### config.mk
export PLATFORM = sky130hd
export DESIGN_NAME = decimal_grouped_formatter_top
export DESIGN_NICKNAME = d
export VERILOG_FILES = /design/src/dgf_pkg.sv /design/src/dgf_ctrl.sv /design/src/dgf_datapath.sv /design/src/decimal_grouped_formatter_top.sv
export SDC_FILE = /design/constraint.sdc
export NUM_CORES = 1
export LEC_CHECK = 0
export BUFFER_PORTS_ARGS = -buffer_cell sky130_fd_sc_hd__buf_2
export CELL_PAD_IN_SITES_DETAIL_PLACEMENT = 0
export CELL_PAD_IN_SITES_GLOBAL_PLACEMENT = 1
export CORE_UTILIZATION = 49
export CTS_CLUSTER_SIZE = 28
export DETAILED_ROUTE_END_ITERATION = 10
export PLACE_DENSITY = 0.86
export SLEW_MARGIN = 10
export SYNTH_ARGS = -nofsm -noshare
export SYNTH_HDL_FRONTEND = slang
export SYNTH_SLANG_ARGS = --single-unit
### constraint.sdc
create_clock -name aclk -period 5.65 [get_ports aclk]
set_input_delay 0.565 -clock aclk [delete_from_list [all_inputs] [get_ports aclk]]
set_output_delay 0.565 -clock aclk [all_outputs]
set_load 0.005 [all_outputs]
### src/dgf_pkg.sv
// ----------------------------------------------------------------------------
// dgf_pkg: shared types and constants of the grouped decimal formatter
// Holds the controller state type, the command and status bundles, the
// character codes and the small decode functions used by several files.
// ----------------------------------------------------------------------------
package dgf_pkg;

    localparam int VALUE_W  = 64;
    localparam int MODE_W   = 2;
    localparam int NDIGITS  = 20;
    localparam int DIGIT_W  = 4;
    localparam int BCD_W    = NDIGITS * DIGIT_W;
    localparam int CHAR_W   = 8;
    localparam int COL_W    = 5;   // holds field widths up to 27
    localparam int BITCNT_W = 7;   // holds operand sizes up to 64

    localparam logic [MODE_W-1:0] MODE_8  = 2'd0;
    localparam logic [MODE_W-1:0] MODE_16 = 2'd1;
    localparam logic [MODE_W-1:0] MODE_32 = 2'd2;
    localparam logic [MODE_W-1:0] MODE_64 = 2'd3;
    localparam logic [MODE_W-1:0] MODE_RESET = MODE_32;

    localparam logic [CHAR_W-1:0] CHAR_SPACE   = 8'h20;
    localparam logic [CHAR_W-1:0] CHAR_ZERO    = 8'h30;
    localparam logic [CHAR_W-1:0] CHAR_COMMA   = 8'h2C;
    localparam logic [CHAR_W-1:0] CHAR_NEWLINE = 8'h0A;

    typedef enum logic [1:0] {
        ST_IDLE,
        ST_CONV,
        ST_SIZE,
        ST_EMIT
    } dgf_state_t;

    typedef struct packed {
        logic load;    // take a new operand
        logic shift;   // one shift-and-add step
        logic size;    // latch the text length
        logic emit;    // load the next character into the output register
    } dgf_cmd_t;

    typedef struct packed {
        logic conv_last;  // the current shift step is the final one
        logic rem_zero;   // the next character is the newline
        logic out_free;   // the output register can take a character
    } dgf_stat_t;

    function automatic logic [COL_W-1:0] field_width(input logic [MODE_W-1:0] mode);
        logic [COL_W-1:0] w;
        unique case (mode)
            MODE_8:  w = 5'd4;
            MODE_16: w = 5'd6;
            MODE_32: w = 5'd14;
            MODE_64: w = 5'd27;
            default: w = 5'd27;
        endcase
        return w;
    endfunction

    function automatic logic [BITCNT_W-1:0] operand_bits(input logic [MODE_W-1:0] mode);
        logic [BITCNT_W-1:0] b;
        unique case (mode)
            MODE_8:  b = 7'd8;
            MODE_16: b = 7'd16;
            MODE_32: b = 7'd32;
            MODE_64: b = 7'd64;
            default: b = 7'd64;
        endcase
        return b;
    endfunction

    // digits plus one comma per group of three, full or partial, above the lowest group
    function automatic logic [COL_W-1:0] text_length(input logic [COL_W-1:0] ndig);
        logic [COL_W-1:0] commas;
        if (ndig > 5'd18)      commas = 5'd6;
        else if (ndig > 5'd15) commas = 5'd5;
        else if (ndig > 5'd12) commas = 5'd4;
        else if (ndig > 5'd9)  commas = 5'd3;
        else if (ndig > 5'd6)  commas = 5'd2;
        else if (ndig > 5'd3)  commas = 5'd1;
        else                   commas = 5'd0;
        return ndig + commas;
    endfunction

endpackage

### src/dgf_ctrl.sv
// ----------------------------------------------------------------------------
// dgf_ctrl: sequencing controller of the grouped decimal formatter
// Walks each operand through load, binary-to-BCD conversion, text sizing
// and character output, issuing one command bundle per cycle.
// ----------------------------------------------------------------------------
module dgf_ctrl (
    input  logic              aclk,
    input  logic              aresetn,
    input  logic              s_tvalid,
    output logic              s_tready,
    input  dgf_pkg::dgf_stat_t stat,
    output dgf_pkg::dgf_cmd_t  cmd
);
    import dgf_pkg::*;

    dgf_state_t state_reg, state_next;

    always_ff @(posedge aclk) begin
        if (!aresetn) begin
            state_reg <= ST_IDLE;
        end else begin
            state_reg <= state_next;
        end
    end

    always_comb begin
        state_next = state_reg;
        cmd        = '0;
        s_tready   = 1'b0;
        unique case (state_reg)
            ST_IDLE: begin
                s_tready = 1'b1;
                if (s_tvalid) begin
                    cmd.load   = 1'b1;
                    state_next = ST_CONV;
                end
            end
            ST_CONV: begin
                cmd.shift = 1'b1;
                if (stat.conv_last) begin
                    state_next = ST_SIZE;
                end
            end
            ST_SIZE: begin
                cmd.size   = 1'b1;
                state_next = ST_EMIT;
            end
            ST_EMIT: begin
                if (stat.out_free) begin
                    cmd.emit = 1'b1;
                    // the newline closes the run
                    if (stat.rem_zero) begin
                        state_next = ST_IDLE;
                    end
                end
            end
            default: state_next = ST_IDLE;
        endcase
    end

endmodule

### src/dgf_datapath.sv
// ----------------------------------------------------------------------------
// dgf_datapath: conversion and character datapath
// Shift-and-add-3 binary-to-BCD converter, digit count, character select
// and the output register of the result stream.
// ----------------------------------------------------------------------------
module dgf_datapath (
    input  logic                              aclk,
    input  logic                              aresetn,
    input  logic [dgf_pkg::MODE_W-1:0]        size_mode,
    input  logic [dgf_pkg::VALUE_W-1:0]       s_tdata,
    input  dgf_pkg::dgf_cmd_t                 cmd,
    output dgf_pkg::dgf_stat_t                stat,
    output logic                              m_tvalid,
    input  logic                              m_tready,
    output logic [dgf_pkg::CHAR_W-1:0]        m_tdata,
    output logic                              m_tlast
);
    import dgf_pkg::*;

    logic [VALUE_W-1:0]                 bin_reg, bin_next;
    logic [NDIGITS-1:0][DIGIT_W-1:0]    bcd_reg, bcd_next;
    logic [NDIGITS-1:0][DIGIT_W-1:0]    bcd_adj;
    logic [BITCNT_W-1:0]                bitcnt_reg, bitcnt_next;
    logic [COL_W-1:0]                   rem_reg, rem_next;
    logic [COL_W-1:0]                   tlen_reg, tlen_next;
    logic [COL_W-1:0]                   ndig;
    logic [COL_W-1:0]                   col;
    logic [COL_W-1:0]                   grp;
    logic [COL_W-1:0]                   didx;
    logic [DIGIT_W-1:0]                 digit;
    logic [VALUE_W-1:0]                 aligned;
    logic [CHAR_W-1:0]                  char_sel;
    logic [CHAR_W-1:0]                  m_tdata_reg, m_tdata_next;
    logic                               m_tlast_reg, m_tlast_next;
    logic                               m_tvalid_reg, m_tvalid_next;

    // place the operand's top bit at bit 63; bits above the size drop out
    always_comb begin
        case (size_mode)
            MODE_8:  aligned = {s_tdata[7:0],  56'd0};
            MODE_16: aligned = {s_tdata[15:0], 48'd0};
            MODE_32: aligned = {s_tdata[31:0], 32'd0};
            default: aligned = s_tdata;
        endcase
    end

    always_comb begin
        for (int i = 0; i < NDIGITS; i++) begin
            bcd_adj[i] = (bcd_reg[i] >= 4'd5) ? bcd_reg[i] + 4'd3 : bcd_reg[i];
        end
    end

    // count significant digits, at least one
    always_comb begin
        ndig = 5'd1;
        for (int i = 1; i < NDIGITS; i++) begin
            if (bcd_reg[i] != 4'd0) begin
                ndig = COL_W'(i + 1);
            end
        end
    end

    // column counted from the right; every fourth column is a comma
    assign col  = rem_reg - 5'd1;
    assign grp  = {2'b00, col[4:2]};
    assign didx = (grp << 1) + grp + {3'b000, col[1:0]};

    always_comb begin
        digit = '0;
        for (int i = 0; i < NDIGITS; i++) begin
            if (didx == COL_W'(i)) begin
                digit = bcd_reg[i];
            end
        end
    end

    always_comb begin
        if (rem_reg == 5'd0) begin
            char_sel = CHAR_NEWLINE;
        end else if (col >= tlen_reg) begin
            char_sel = CHAR_SPACE;
        end else if (col[1:0] == 2'd3) begin
            char_sel = CHAR_COMMA;
        end else begin
            char_sel = CHAR_ZERO | {4'd0, digit};
        end
    end

    always_comb begin
        bin_next    = bin_reg;
        bcd_next    = bcd_reg;
        bitcnt_next = bitcnt_reg;
        rem_next    = rem_reg;
        tlen_next   = tlen_reg;
        if (cmd.load) begin
            bin_next    = aligned;
            bcd_next    = '0;
            bitcnt_next = operand_bits(size_mode);
            rem_next    = field_width(size_mode);
        end
        if (cmd.shift) begin
            {bcd_next, bin_next} = {bcd_adj[NDIGITS-1:0], bin_reg} << 1;
            bitcnt_next          = bitcnt_reg - 7'd1;
        end
        if (cmd.size) begin
            tlen_next = text_length(ndig);
        end
        if (cmd.emit) begin
            rem_next = rem_reg - 5'd1;
        end
    end

    always_comb begin
        m_tdata_next  = m_tdata_reg;
        m_tlast_next  = m_tlast_reg;
        m_tvalid_next = m_tvalid_reg;
        if (cmd.emit) begin
            m_tdata_next  = char_sel;
            m_tlast_next  = (rem_reg == 5'd0);
            m_tvalid_next = 1'b1;
        end else if (m_tready) begin
            m_tvalid_next = 1'b0;
        end
    end

    always_ff @(posedge aclk) begin
        if (!aresetn) begin
            bitcnt_reg   <= '0;
            rem_reg      <= '0;
            m_tvalid_reg <= 1'b0;
        end else begin
            bitcnt_reg   <= bitcnt_next;
            rem_reg      <= rem_next;
            m_tvalid_reg <= m_tvalid_next;
        end
    end

    always_ff @(posedge aclk) begin
        bin_reg     <= bin_next;
        bcd_reg     <= bcd_next;
        tlen_reg    <= tlen_next;
        m_tdata_reg <= m_tdata_next;
        m_tlast_reg <= m_tlast_next;
    end

    assign stat.conv_last = (bitcnt_reg == 7'd1);
    assign stat.rem_zero  = (rem_reg == 5'd0);
    assign stat.out_free  = !m_tvalid_reg || m_tready;

    assign m_tvalid = m_tvalid_reg;
    assign m_tdata  = m_tdata_reg;
    assign m_tlast  = m_tlast_reg;

endmodule

### src/decimal_grouped_formatter_top.sv
// ----------------------------------------------------------------------------
// decimal_grouped_formatter_top: unsigned integer to grouped decimal text
// Input stream: one 64-bit unsigned value per transaction on s_tdata.
// Output stream: one ASCII character per transaction on m_tdata; the
// right-justified decimal text with commas between groups of three
// digits, padded with spaces to 4, 6, 14 or 27 characters, then a
// newline flagged by m_tlast.
// cfg_we/cfg_wdata set the operand size (0=8, 1=16, 2=32, 3=64 bits),
// which masks the value and picks the field width; write it while idle.
// Sequence: after the input transaction, the shift-and-add-3 converter
// takes one shift step per operand bit (8, 16, 32 or 64), a sizing step
// latches the text length, and the first character is then loaded into
// the output register. Characters leave one per cycle while m_tready is
// high, field width + 1 in all; the next value is taken once the newline
// sits in the output register. A stall on m_tready holds the current
// character and pauses the run. Reset returns to idle with the size set
// to 32 bits and no output valid.
// ----------------------------------------------------------------------------
module decimal_grouped_formatter_top (
    input  logic                        aclk,
    input  logic                        aresetn,
    input  logic                        cfg_we,
    input  logic [dgf_pkg::MODE_W-1:0]  cfg_wdata,   // size_mode
    input  logic                        s_tvalid,
    output logic                        s_tready,
    input  logic [dgf_pkg::VALUE_W-1:0] s_tdata,     // [63:0] value
    output logic                        m_tvalid,
    input  logic                        m_tready,
    output logic [dgf_pkg::CHAR_W-1:0]  m_tdata,     // [7:0] out_char
    output logic                        m_tlast
);
    import dgf_pkg::*;

    logic [MODE_W-1:0] size_mode_reg, size_mode_next;
    dgf_cmd_t          cmd;
    dgf_stat_t         stat;

    assign size_mode_next = cfg_we ? cfg_wdata : size_mode_reg;

    always_ff @(posedge aclk) begin
        if (!aresetn) begin
            size_mode_reg <= MODE_RESET;
        end else begin
            size_mode_reg <= size_mode_next;
        end
    end

    dgf_ctrl u_ctrl (
        .aclk     (aclk),
        .aresetn  (aresetn),
        .s_tvalid (s_tvalid),
        .s_tready (s_tready),
        .stat     (stat),
        .cmd      (cmd)
    );

    dgf_datapath u_datapath (
        .aclk      (aclk),
        .aresetn   (aresetn),
        .size_mode (size_mode_reg),
        .s_tdata   (s_tdata),
        .cmd       (cmd),
        .stat      (stat),
        .m_tvalid  (m_tvalid),
        .m_tready  (m_tready),
        .m_tdata   (m_tdata),
        .m_tlast   (m_tlast)
    );

    // the closing character is always the newline
    assert property (@(posedge aclk) disable iff (!aresetn)
        m_tvalid && m_tlast |-> m_tdata == CHAR_NEWLINE)
        else $error("last character is not a newline");

    // a run starts: input ready drops once a value is taken
    assert property (@(posedge aclk) disable iff (!aresetn)
        s_tvalid && s_tready |=> !s_tready)
        else $error("input taken again during a run");

    // a character before the newline means the run is still in progress
    assert property (@(posedge aclk) disable iff (!aresetn)
        m_tvalid && !m_tlast |-> !s_tready)
        else $error("input ready while a run is still being sent");

endmodule
==> out/results.txt, run 1 <==
Measured along the y axis, the die boundary spans 151 µm. After floorplanning, the core was divided into 54 placement rows. The total setup buffers inserted after CTS is 0, and the routed wirelength normalized by instance count is 17.6 µm.

At the worst endpoint, the arrival time is 4710 ps. The logs give 17.1 ps for the final clock skew and 0 for the DRC violations left. The root buffer cell chosen for the clock tree is clkbuf_16. Across the run, the number of max-cap violations was 0.

The overall die area was 22700 µm²; the overall overflow remaining after global route was 0. Number of global-route vias before repair: 7496. The flow ran to the end, and the final reports show no timing, DRC or antenna violations. The relative area change from synthesis to final layout came out at 11.7%.

The tools report the weighted congestion reported at the end of routability-driven placement as 0.847. TritonCTS built the clock tree. The total count of max-transition violations in the final report came out at 0. In this run the mean area of a mapped cell was 10.5 µm². The min-delay analysis places its worst path in the category in -> reg. The number of hold-slack violations in the final timing report was 0.

The adder and majority gate portion of the synthesized area was 0.0760; the pin count of the biggest net entering global routing was 115. Derived from the worst setup path, the maximum achievable clock frequency is 0.224 GHz. In this run the horizontal extent of the chip is 151 µm. Setup repair after global routing left no endpoint under its margin. The number of port buffers was 79; the total via count in the routed design was 8018.

The clock passes through at most 2 buffers. The post-layout minimum cycle time is 4460 ps, and the area of the mapped netlist is 10800 µm². The multiplexer share of the synthesized area works out to 0.0579. The number of different library cells used by synthesis comes to 72. The share of final-layout standard cells stronger than drive strength 1 was 0.144; the total of hold buffers inserted after clock tree synthesis was 0. Relative max-transition margin: 0.255. During synthesis, Yosys emitted a total of 0 warnings. The clock input transition at the sequential cells of the worst setup and hold paths is 80 ps, and the number of flip-flops under the largest register name is 80.

82 I/O pins were placed. Once detail routing completed, the nets flagged for antenna violations numbered 0. STA classifies the critical path startpoint as a flop. The logs give 0.219 for the global routing usage summed across all routing layers and 5900 ps for the required time of the critical path. The top cell types in the final layout, fill and taps aside, are 155 x edfxtp_1, 106 x nand2_1, 84 x inv_1. By area, the combinational part of the netlist is dominated by compound AO/OA/AOI/OAI gates. Along the worst path, the maximum fanout reaches 13. The post-synthesis simple-gate area fraction came out at 0.159. TritonCTS created 17 clock buffers.

The placement-stage cell area is 11500 µm². Once the clock tree was built, the resizer swapped 0 gates to a different size. The H-tree was split into 4 levels. Among all flip-flop cells after synthesis, the most frequent one is edfxtp_1. The insertion delay of the later-clocked pin in the worst-skew pair was 450 ps.

The library cell used most frequently in the layout, excluding fill and tap cells, is edfxtp_1. Detailed placement finished with a half-perimeter wire length of 16.8 mm. Average vias per placed instance: 5.78.

The logs give 173 for the total number of clock tree sinks and 0.463 for the sequential-to-total area share from yosys stat. Setup violations remaining at the end of the flow were counted as 0. Fraction of the cycle the final worst path needs: 0.789. The tools report the placeable core region as 21800 µm². The synthesized flop and latch total is 173, and the transition at the pin with the smallest max-transition slack is 1120 ps. The XOR/XNOR share of the synthesized area was 0.0348; the initial core utilization was 0.498.

After detailed routing, the total wire length is 24.5 mm. The number of antenna diodes in the final layout is 0. The category of the critical setup timing path was reg -> reg.

The fraction of the mapped netlist area in compound gates is 0.162, and the initial antenna violation count is 2. The accumulated negative setup slack is 0 ps, and the first-iteration detailed-routing DRC count is 637. For this run, the post-layout net count is 1230. The run gives 12100 µm² as the final design instance area without fill. The first global-routing pass estimated 38.6 mm of wire. The count of flip-flops with a built-in enable after synthesis is 155, and the fraction of registers with async set or reset after synthesis is 0. The tools report the iteration count of the initial detailed-routing pass as 10.

The count of filler cells inserted in the layout was 1901; the cell count after synthesis was 1034. The capturing element type of the critical path was a flop.
[critical path, stage by stage (launching register included)]
cell and delay [ps]:
dfxtp_1 360, nor3_1 300, xor2_1 350, inv_1 140, fa_1 540, inv_1 40, ha_1 230, fa_1 450
nand3b_1 190, a21oi_1 750, a221oi_1 180, a211oi_1 330, o31ai_1 130, a211oi_1 270
[cell families (layout without fill, tap and decap cells)]
logic type / Yosys count / after routing
compound gates: 252 / 252
xor+xnor: 43 / 43
fa+ha+maj: 64 / 64
buf+inv: 131 / 204
flops: 173 / 173
mux: 40 / 40
other cells: 1 / 2
simple gates: 330 / 330
[cell type report]
type,count,area [µm²],area share
clock buffer,17,425,0.0352
clock inverter,15,201,0.0166
inverter,86,328,0.0271
multi-input combinational,731,5330,0.441
sequential,173,5010,0.414
tap,280,350,0.0290
timing repair buffer,86,448,0.0370
[path summary, 6_finish.rpt]
path,startpoint,end,slack [ps],cells after the start
setup / recovery,u_datapath.rem_reg[0],u_datapath.m_tdata[2],1190,13
hold reg to reg,u_datapath.rem_reg[4],u_datapath.rem_reg[4],470,2
hold / removal,aresetn,size_mode_reg[1],310,2
setup reg to reg,u_datapath.rem_reg[0],u_datapath.m_tdata[2],1190,13
[layer usage]
| layer | track usage | up-vias | share of wire |
|---|---|---|---|
| met2 | 0.355 | 201 | 0.47 |
| met5 | 0 | - | 0.00041 |
| met1 | 0.297 | 3892 | 0.45 |
| met4 | 0.0590 | 2 | 0.017 |
| met3 | 0.0464 | 31 | 0.059 |
| li1 | - | 3892 | - |
[per-stage QoR]
| step | util | hold slack [ps] | cells | setup WS, ps |
|---|---|---|---|---|
| 2_1_floorplan | - | 432 | 1035 | 1320 |
| 3_3_place_gp | 0.527 | 458 | 1356 | 1450 |
| 3_5_place_dp | 0.527 | 466 | 1356 | 1310 |
| 4_1_cts | 0.556 | 304 | 1388 | 1270 |
| 5_1_grt | 0.556 | 309 | 1388 | 876 |
| 6_report | 0.556 | 309 | 1388 | 1190 |
[cell usage after synthesis, drive strengths merged, types with 4 or more instances]
| master | number | share of area |
|---|---|---|
| nand3b | 4 | 0.0028 |
| nand2b | 31 | 0.018 |
| dfxtp | 18 | 0.033 |
| a222oi | 15 | 0.014 |
| mux2 | 8 | 0.0083 |
| ha | 61 | 0.070 |
| or3b | 12 | 0.010 |
| edfxtp | 155 | 0.43 |
| a211oi | 9 | 0.0062 |
| nor2 | 60 | 0.021 |
| nor3 | 14 | 0.0065 |
| mux2i | 15 | 0.014 |
| nand2 | 106 | 0.037 |
| a21boi | 22 | 0.015 |
| nor3b | 28 | 0.019 |
| inv | 86 | 0.030 |
| o21ai | 71 | 0.033 |
| a22oi | 10 | 0.0069 |
| a31oi | 4 | 0.0023 |
| xor2 | 20 | 0.016 |
| buf | 10 | 0.0049 |
| mux4 | 17 | 0.036 |
| clkbuf | 35 | 0.012 |
| a211o | 4 | 0.0032 |
| and2 | 47 | 0.027 |
| nand3 | 11 | 0.0055 |
| nor2b | 4 | 0.0030 |
| a21oi | 48 | 0.023 |
| a22o | 42 | 0.034 |
| xnor2 | 23 | 0.019 |
Power of run 1 is left out: the tool's default activity adds up to more than one toggle a clock period on the data nets, which glitch-free logic cannot reach.
==> run 2, diff against run 1 <==
ABC_AREA = 1   (was default)
CORE_UTILIZATION = 42   (was 49)
PLACE_DENSITY = 0.82   (was 0.86)
clock period = 3.81 ns   (was 5.65 ns; I/O delays follow)
==> out/results.txt, run 2 <==
The first-iteration detailed-routing DRC count is 743, and the overall die area is 25900 µm². After synthesis the cells add up to 10600 µm². The estimated wirelength of the detail-placed design was 19.0 mm; the stage delay of the slowest cell on the critical path was 580 ps.

End of the worst register-to-register path: u_datapath.m_tdata[1]. The clock root buffer was clkbuf_16. The number of global-route vias before repair is 8300. The top flip-flop cell by instance count after synthesis was edfxtp_1. The library cells used most frequently in the layout, excluding fill and tap cells, are 229 x nand2_1, 184 x inv_1, 155 x edfxtp_1.

The first global-routing pass estimated 42.2 mm of wire. The run finished with clean final reports. The run gives 0 as the overall overflow remaining after global route.

After detailed routing, the total wire length is 26.5 mm. TritonCTS built the clock tree. For the worst-skew pair, the clock arrives at the later sink with an insertion delay of 450 ps. Traced cell by cell, the critical path runs through inv_4 -> nand2_1 -> xnor2_2 -> inv_2 -> fa_1 -> inv_1 -> ha_2 -> fa_2 -> inv_4 -> nand4_1 -> nor2_2 -> nand2_1 -> nand3_2 -> o21ai_1 -> nand3_1 -> nand2_1 -> nand4_1 -> nor2_1 -> nand4_1 -> nor2_1 -> nand4_1 -> nand2_1 -> nand2_1.

The initial core utilization was 0.433. Most frequent standard cell in the layout excluding fill and tap cells: nand2_1. The worst-case reg-to-reg path depth was 23; the synthesized flop and latch total was 173.

The capturing element type of the critical path is a flop. The fraction of the cycle the final worst path needs was 0.971; the number of port buffers was 79. The slowest stage of the critical path is the fa_2 cell. The average instance in the mapped netlist occupies 8.42 µm².

The total via count in the routed design is 8918. The most frequent cell on the critical path was nand2_1. The initialized floorplan defines 57 standard-cell rows. Timing would allow up to 0.270 GHz. The number of hold-slack violations in the final timing report came out at 0.

The cell with the most instances after synthesis is nand2_1. Yosys attributes the largest share of cell area to edfxtp_1 44%, nand2_1 8.2%, ha_1 7.2%. Following the worst setup path forward leads to its endpoint at u_datapath.m_tdata[1].

The clock passes through at most 2 buffers. The transition at the pin with the smallest max-transition slack works out to 1090 ps. After routing, the total negative slack on setup checks comes to 0 ps. The relative max-transition margin came out at 0.272. Using the TritonRoute via totals, the vias-per-cell ratio works out to 5.29. Clock-pin slew was measured on the worst setup and hold paths at 80 ps. For the setup slack of the worst register-to-register path, the log shows 110 ps. The iteration count of the initial detailed-routing pass was 5. Cell type with the highest aggregate area in the netlist: edfxtp_1. Dividing the detail-routed wire length by the instance count gives 15.8 µm. The worst hold path passes through 2 cells. The global routing usage summed across all routing layers came out at 0.207. The number of nets in the final layout is 1483.

82 I/O pins were placed. Beginning of the worst hold path: cfg_we. The congestion estimate from routability-driven global placement came to 0.874. Sorting the synthesized cells by how often they occur yields 232 x nand2_1, 189 x inv_1, 155 x edfxtp_1. Setup repair after global routing could not meet its margin everywhere. The class of the worst hold path is in -> reg. The worst setup path is launched from a flop. The pin count of the biggest net entering global routing was 97. The Yosys step of the flow raised 0 warnings. The tools report the initial antenna violation count as 0.

The count of antenna diodes in the layout was 0; the count of flip-flops with a built-in enable after synthesis was 155. The DRC violations left was 0; the number of failing setup endpoints in the final timing report was 0. The fraction of registers with async set or reset after synthesis is 0. The sequential-to-total area share from yosys stat was 0.472; the number of antenna-violating nets in the routed design was 0. The cell count after synthesis came out at 1261.

Launching point of the worst reg2reg path: u_datapath.rem_reg[0]. Yosys mapped the design onto 41 distinct sky130hd cell types. After clock tree synthesis, the flow added hold-fix buffers numbering 0. The placeable core region came out at 24500 µm². For the worst setup path, the data arrival time is 3890 ps. Max-cap violations in this run came to 0.

The H-tree depth reported by CTS was 4. After layout, the minimum clock period comes to 3700 ps. Category of the critical setup timing path: reg -> reg. The run gives 4010 ps as the required time of the critical path. Die outline height: 161 µm. The area fraction of the dominant cell type after synthesis was 0.438; the highest net fanout along the worst path was 4. For the total count of max-transition violations in the final report, the log shows 0.

From synthesis to final layout, the design area changed by 15.5%. The chip width works out to 161 µm. The logs give 149 ps for the final worst hold slack and 173 for the total number of clock tree sinks. The share of final-layout standard cells stronger than drive strength 1 was 0.154; the number of flip-flops under the largest register name was 80.

The worst setup path startpoint was u_datapath.rem_reg[0]. The final clock skew is 16.1 ps. The TritonCTS buffer count is 17.
==> run 2: cell count changes in the layout (fill, tap and decap cells not counted), sizes merged, moves of 36 or more <==
cell and change:
nand2 +133, inv +118, nor2 +68, o21ai +65, and2 -47, a21oi +38
a22o -38, nand3 +36
==> run 2: how the worst min path moves through the flow <==
stage | to | slack, ps
2_1_floorplan | u_datapath.bin_reg[0] | 450
3_3_place_gp | u_datapath.bin_reg[0] | 460
3_5_place_dp | u_datapath.bin_reg[0] | 470
4_1_cts | size_mode_reg[0] | 120
5_1_grt | size_mode_reg[0] | 140
6_report | size_mode_reg[0] | 150
==> run 2: final cells by class <==
cell class | instances | area [µm²]
clock inverters | 15 | 204
fillers | 2309 | 12300
inverters | 209 | 793
repair buffers | 101 | 573
flip-flops and latches | 173 | 5020
well taps | 324 | 405
clock buffers | 17 | 425
multi-input cells | 846 | 4850
==> run 2: routing by layer <==
layer	vias to the layer above	part of all wire	GRT usage
li1	4451	-	-
met5	-	0	0
met1	4181	0.47	0.295
met3	35	0.054	0.0324
met2	251	0.46	0.327
met4	0	0.017	0.0600
==> run 2: timing repair <==
| item | 4_1_cts | 5_1_grt |
|---|---|---|
| resized for setup | 3 | 38 |
| setup endpoints to repair | 2 | 6 |
| hold endpoints to repair | 0 | 0 |
| setup buffers | 2 | 6 |
| pin swaps | 2 | 24 |
==> run 2: logic make-up (layout without fill, tap and decap cells) <==
logic type                 Yosys count  count (layout)  synth area share
adders and majority gates           64              64            0.0775
xor gates and xnor gates            25              25            0.0206
other                                1               2          0.000353
and+or+nand+nor                    445             445             0.177
DFF                                173             173             0.472
AOI/OAI and AO/OA                  310             310             0.166
buffers and inverters              243             342            0.0867
==> run 2: per-stage QoR <==
step | cell area [µm²] | cells | setup slack, ps | utilization
finish | 12300 | 1685 | 112 | 0.500
global route | 12300 | 1685 | -147 | 0.500
CTS | 12100 | 1679 | 19.4 | 0.493
detailed placement | 11400 | 1645 | -16.4 | 0.466
global placement | 11400 | 1645 | 84.0 | 0.466
floorplan | 10600 | 1262 | 73.6 | -
==> run 2: critical path: cells and delay by family (launching register included) <==
kind | cells | cell delay, ps
flops | 1 | 340
compound gates | 1 | 140
simple gates | 14 | 1240
fa+ha+maj | 3 | 1260
xor+xnor | 1 | 200
buf+inv | 4 | 270
Power of run 2 is left out for the same reason.
==> run 3, diff against run 2 <==
--- a/config.mk
+++ b/config.mk
@@ -10,8 +10,8 @@
 export CELL_PAD_IN_SITES_DETAIL_PLACEMENT = 0
 export CELL_PAD_IN_SITES_GLOBAL_PLACEMENT = 1
-export CORE_UTILIZATION = 42
+export CORE_UTILIZATION = 46
 export CTS_CLUSTER_SIZE = 28
 export DETAILED_ROUTE_END_ITERATION = 10
-export PLACE_DENSITY = 0.82
+export PLACE_DENSITY = 0.85
 export SLEW_MARGIN = 10
 export SYNTH_ARGS = -nofsm -noshare
==> constraint.sdc (replaced) <==
create_clock -name aclk -period 3.7 [get_ports aclk]
set_input_delay 0.37 -clock aclk [delete_from_list [all_inputs] [get_ports aclk]]
set_output_delay 0.37 -clock aclk [all_outputs]
set_load 0.05 [all_outputs]
==> out/results.txt, run 3 (synthesis gave the netlist of run 2 again) <==
Max-cap violations in this run came to 0. The global routing usage summed across all routing layers came out at 0.226. Once placement finished, the instance area stood at 11600 µm². At the worst endpoint, the required time is 3910 ps. The tools report the total of hold buffers inserted after clock tree synthesis as 0.

Including well taps, the total number of placed cells is 1629. The logs give 13.5 ps for the final clock skew and 0 for the count of antenna diodes in the layout. The logs give 0.469 for the initial core utilization and 94.1 ps for the setup slack after layout. The run gives 26.4 mm as the overall routed net length. On the critical path, the stage with the largest delay is an instance of fa_1. The run gives 22600 µm² as the placeable core region.

The net count of the finished layout is 1512. The congestion estimate from routability-driven global placement came to 0.863. STA classifies the critical path startpoint as a flop. The first global-routing pass estimated 42.4 mm of wire. Leaving out fill and tap cells, the most frequent cell in the layout is nand2_1.

The run gives 2 as the maximum buffer depth of the clock tree. For the worst setup path, the data arrival time is 3820 ps. The routed wirelength normalized by instance count was 15.7 µm.

In the layout the commonest cells are 227 x nand2_1, 183 x inv_1, 155 x edfxtp_1. The number of port buffers was 79. TritonCTS built the clock tree. The pin count of the biggest net entering global routing was 90. After the flow finishes, the layout carries non-filler instances totaling 1675.

82 I/O pins were placed. The fraction of the cycle the final worst path needs was 0.975; the final design instance area without fill was 12400 µm². The relative max-transition margin came out at 0.425. The logs give 8986 for the total via count in the routed design and 173 for the total number of clock tree sinks.

Dividing the detail-routed via count by the number of cells gives 5.36. After filler insertion, the fill cell instance count of the layout stands at 2091. Summed over all nets, the half-perimeter wirelength after detailed placement is 18.6 mm.

STA classifies the critical path endpoint as a flop. The detailed router finished its first iteration with 737 violations. The post-layout minimum cycle time was 3610 ps.

Along the worst path, the maximum fanout reaches 5. The initial antenna violation count is 0. In the routed design, unresolved DRC markers number 0. Relative area change from synthesis to final layout: 17.0%.

After clock tree synthesis, the clock-pin slew on the worst setup and hold paths is 80 ps. The number of hold-slack violations in the final timing report is 0, and the die outline height is 154 µm. The tools report the number of global-route vias before repair as 8508.

Setup repair after global routing could not meet its margin everywhere. Timing analysis after detailed placement gives a worst setup slack of -99.1 ps. The die is 154 µm wide. After global routing the overflow that remains totals 0. The H-tree depth reported by CTS is 4, and the stage delay of the slowest cell on the critical path is 530 ps.

The number of antenna-violating nets in the routed design came out at 0. The category of the critical setup timing path is reg -> reg. Setup violations remaining at the end of the flow were counted as 0. The flow ran to the end, and the final reports show no timing, DRC or antenna violations.

The first detailed-routing pass ran for 7 iterations. Class of the worst hold path: in -> reg. The tools report the clock root buffer as clkbuf_16. Among the stages of the critical path, the cell type that occurs most often is nor2_1.

The die covers 23700 µm². The accumulated negative setup slack was 0 ps; the count of standard-cell rows was 55. For the insertion delay of the later-clocked pin in the worst-skew pair, the log shows 440 ps.

The share of final-layout standard cells stronger than drive strength 1 is 0.176. TritonCTS buffer count: 17. The signal on the critical path passes through inv_2 -> ha_4 -> xnor2_4 -> fa_1 -> inv_1 -> ha_2 -> fa_1 -> inv_2 -> nand2_4 -> nor2_2 -> nand3_1 -> nand3_1 -> nor2_1 -> nand4_1 -> nor2_1 -> nand4_1 -> nor2_1 -> nand4_1 -> nand2_1 -> nand4_1 -> nor2_1 -> nor2_1.

The number of flip-flops under the largest register name came out at 80. The run gives 0 as the total count of max-transition violations in the final report. Static timing analysis puts the maximum clock frequency at 0.277 GHz. At the pin with the least slew margin, the transition time is 862 ps.
-- run 3: through the flow --
| step | hold slack (ps) | util |
|---|---|---|
| 6_report | 137 | 0.549 |
| 3_5_place_dp | 471 | 0.511 |
| 2_1_floorplan | 447 | - |
| 3_3_place_gp | 465 | 0.511 |
| 4_1_cts | 124 | 0.543 |
| 5_1_grt | 135 | 0.549 |
-- run 3: critical path, delay by kind of cell, from the launching register on --
| kind | cells | cell delay (ps) |
|---|---|---|
| xor gates and xnor gates | 1 | 130 |
| adders and majority gates | 4 | 1390 |
| buffers and inverters | 3 | 180 |
| DFF | 1 | 370 |
| and+or+nand+nor | 14 | 1270 |
-- run 3: path summary, 6_finish.rpt --
path	cells past startpoint	startpoint	to	slack, ps
worst max-delay path	22	u_datapath.rem_reg[1]	u_datapath.m_tdata[0]	90
worst min-delay path	2	cfg_we	size_mode_reg[0]	140
worst max register to register	22	u_datapath.rem_reg[1]	u_datapath.m_tdata[0]	90
worst min register to register	2	u_datapath.bin_reg[0]	u_datapath.bin_reg[0]	480
-- run 3: metal layers --
metal | wire length [µm] | vias to the layer above | track usage
met5 | 0 | - | 0
met4 | 403 | 0 | 0.0586
met3 | 974 | 29 | 0.0330
met2 | 12500 | 210 | 0.375
met1 | 12500 | 4245 | 0.309
li1 | - | 4502 | -
-- run 3: cell type report --
| type | count | area, µm² | area share |
|---|---|---|---|
| Timing Repair Buffer | 130 | 803 | 0.0646 |
| Multi-Input combinational cell | 846 | 4840 | 0.390 |
| Sequential cell | 173 | 5020 | 0.404 |
| Inverter | 209 | 791 | 0.0636 |
| Clock buffer | 17 | 425 | 0.0342 |
| Clock inverter | 15 | 189 | 0.0152 |
| Tap cell | 285 | 357 | 0.0287 |
-- run 3: timing repair --
item,4_1_cts,5_1_grt
endpoints found under the hold margin,0,0
pin swaps,19,18
cloned,0,0
resized for setup,20,25
setup buffers,6,8
setup endpoints to repair,4,8
Power of run 3 is left out for the same reason.
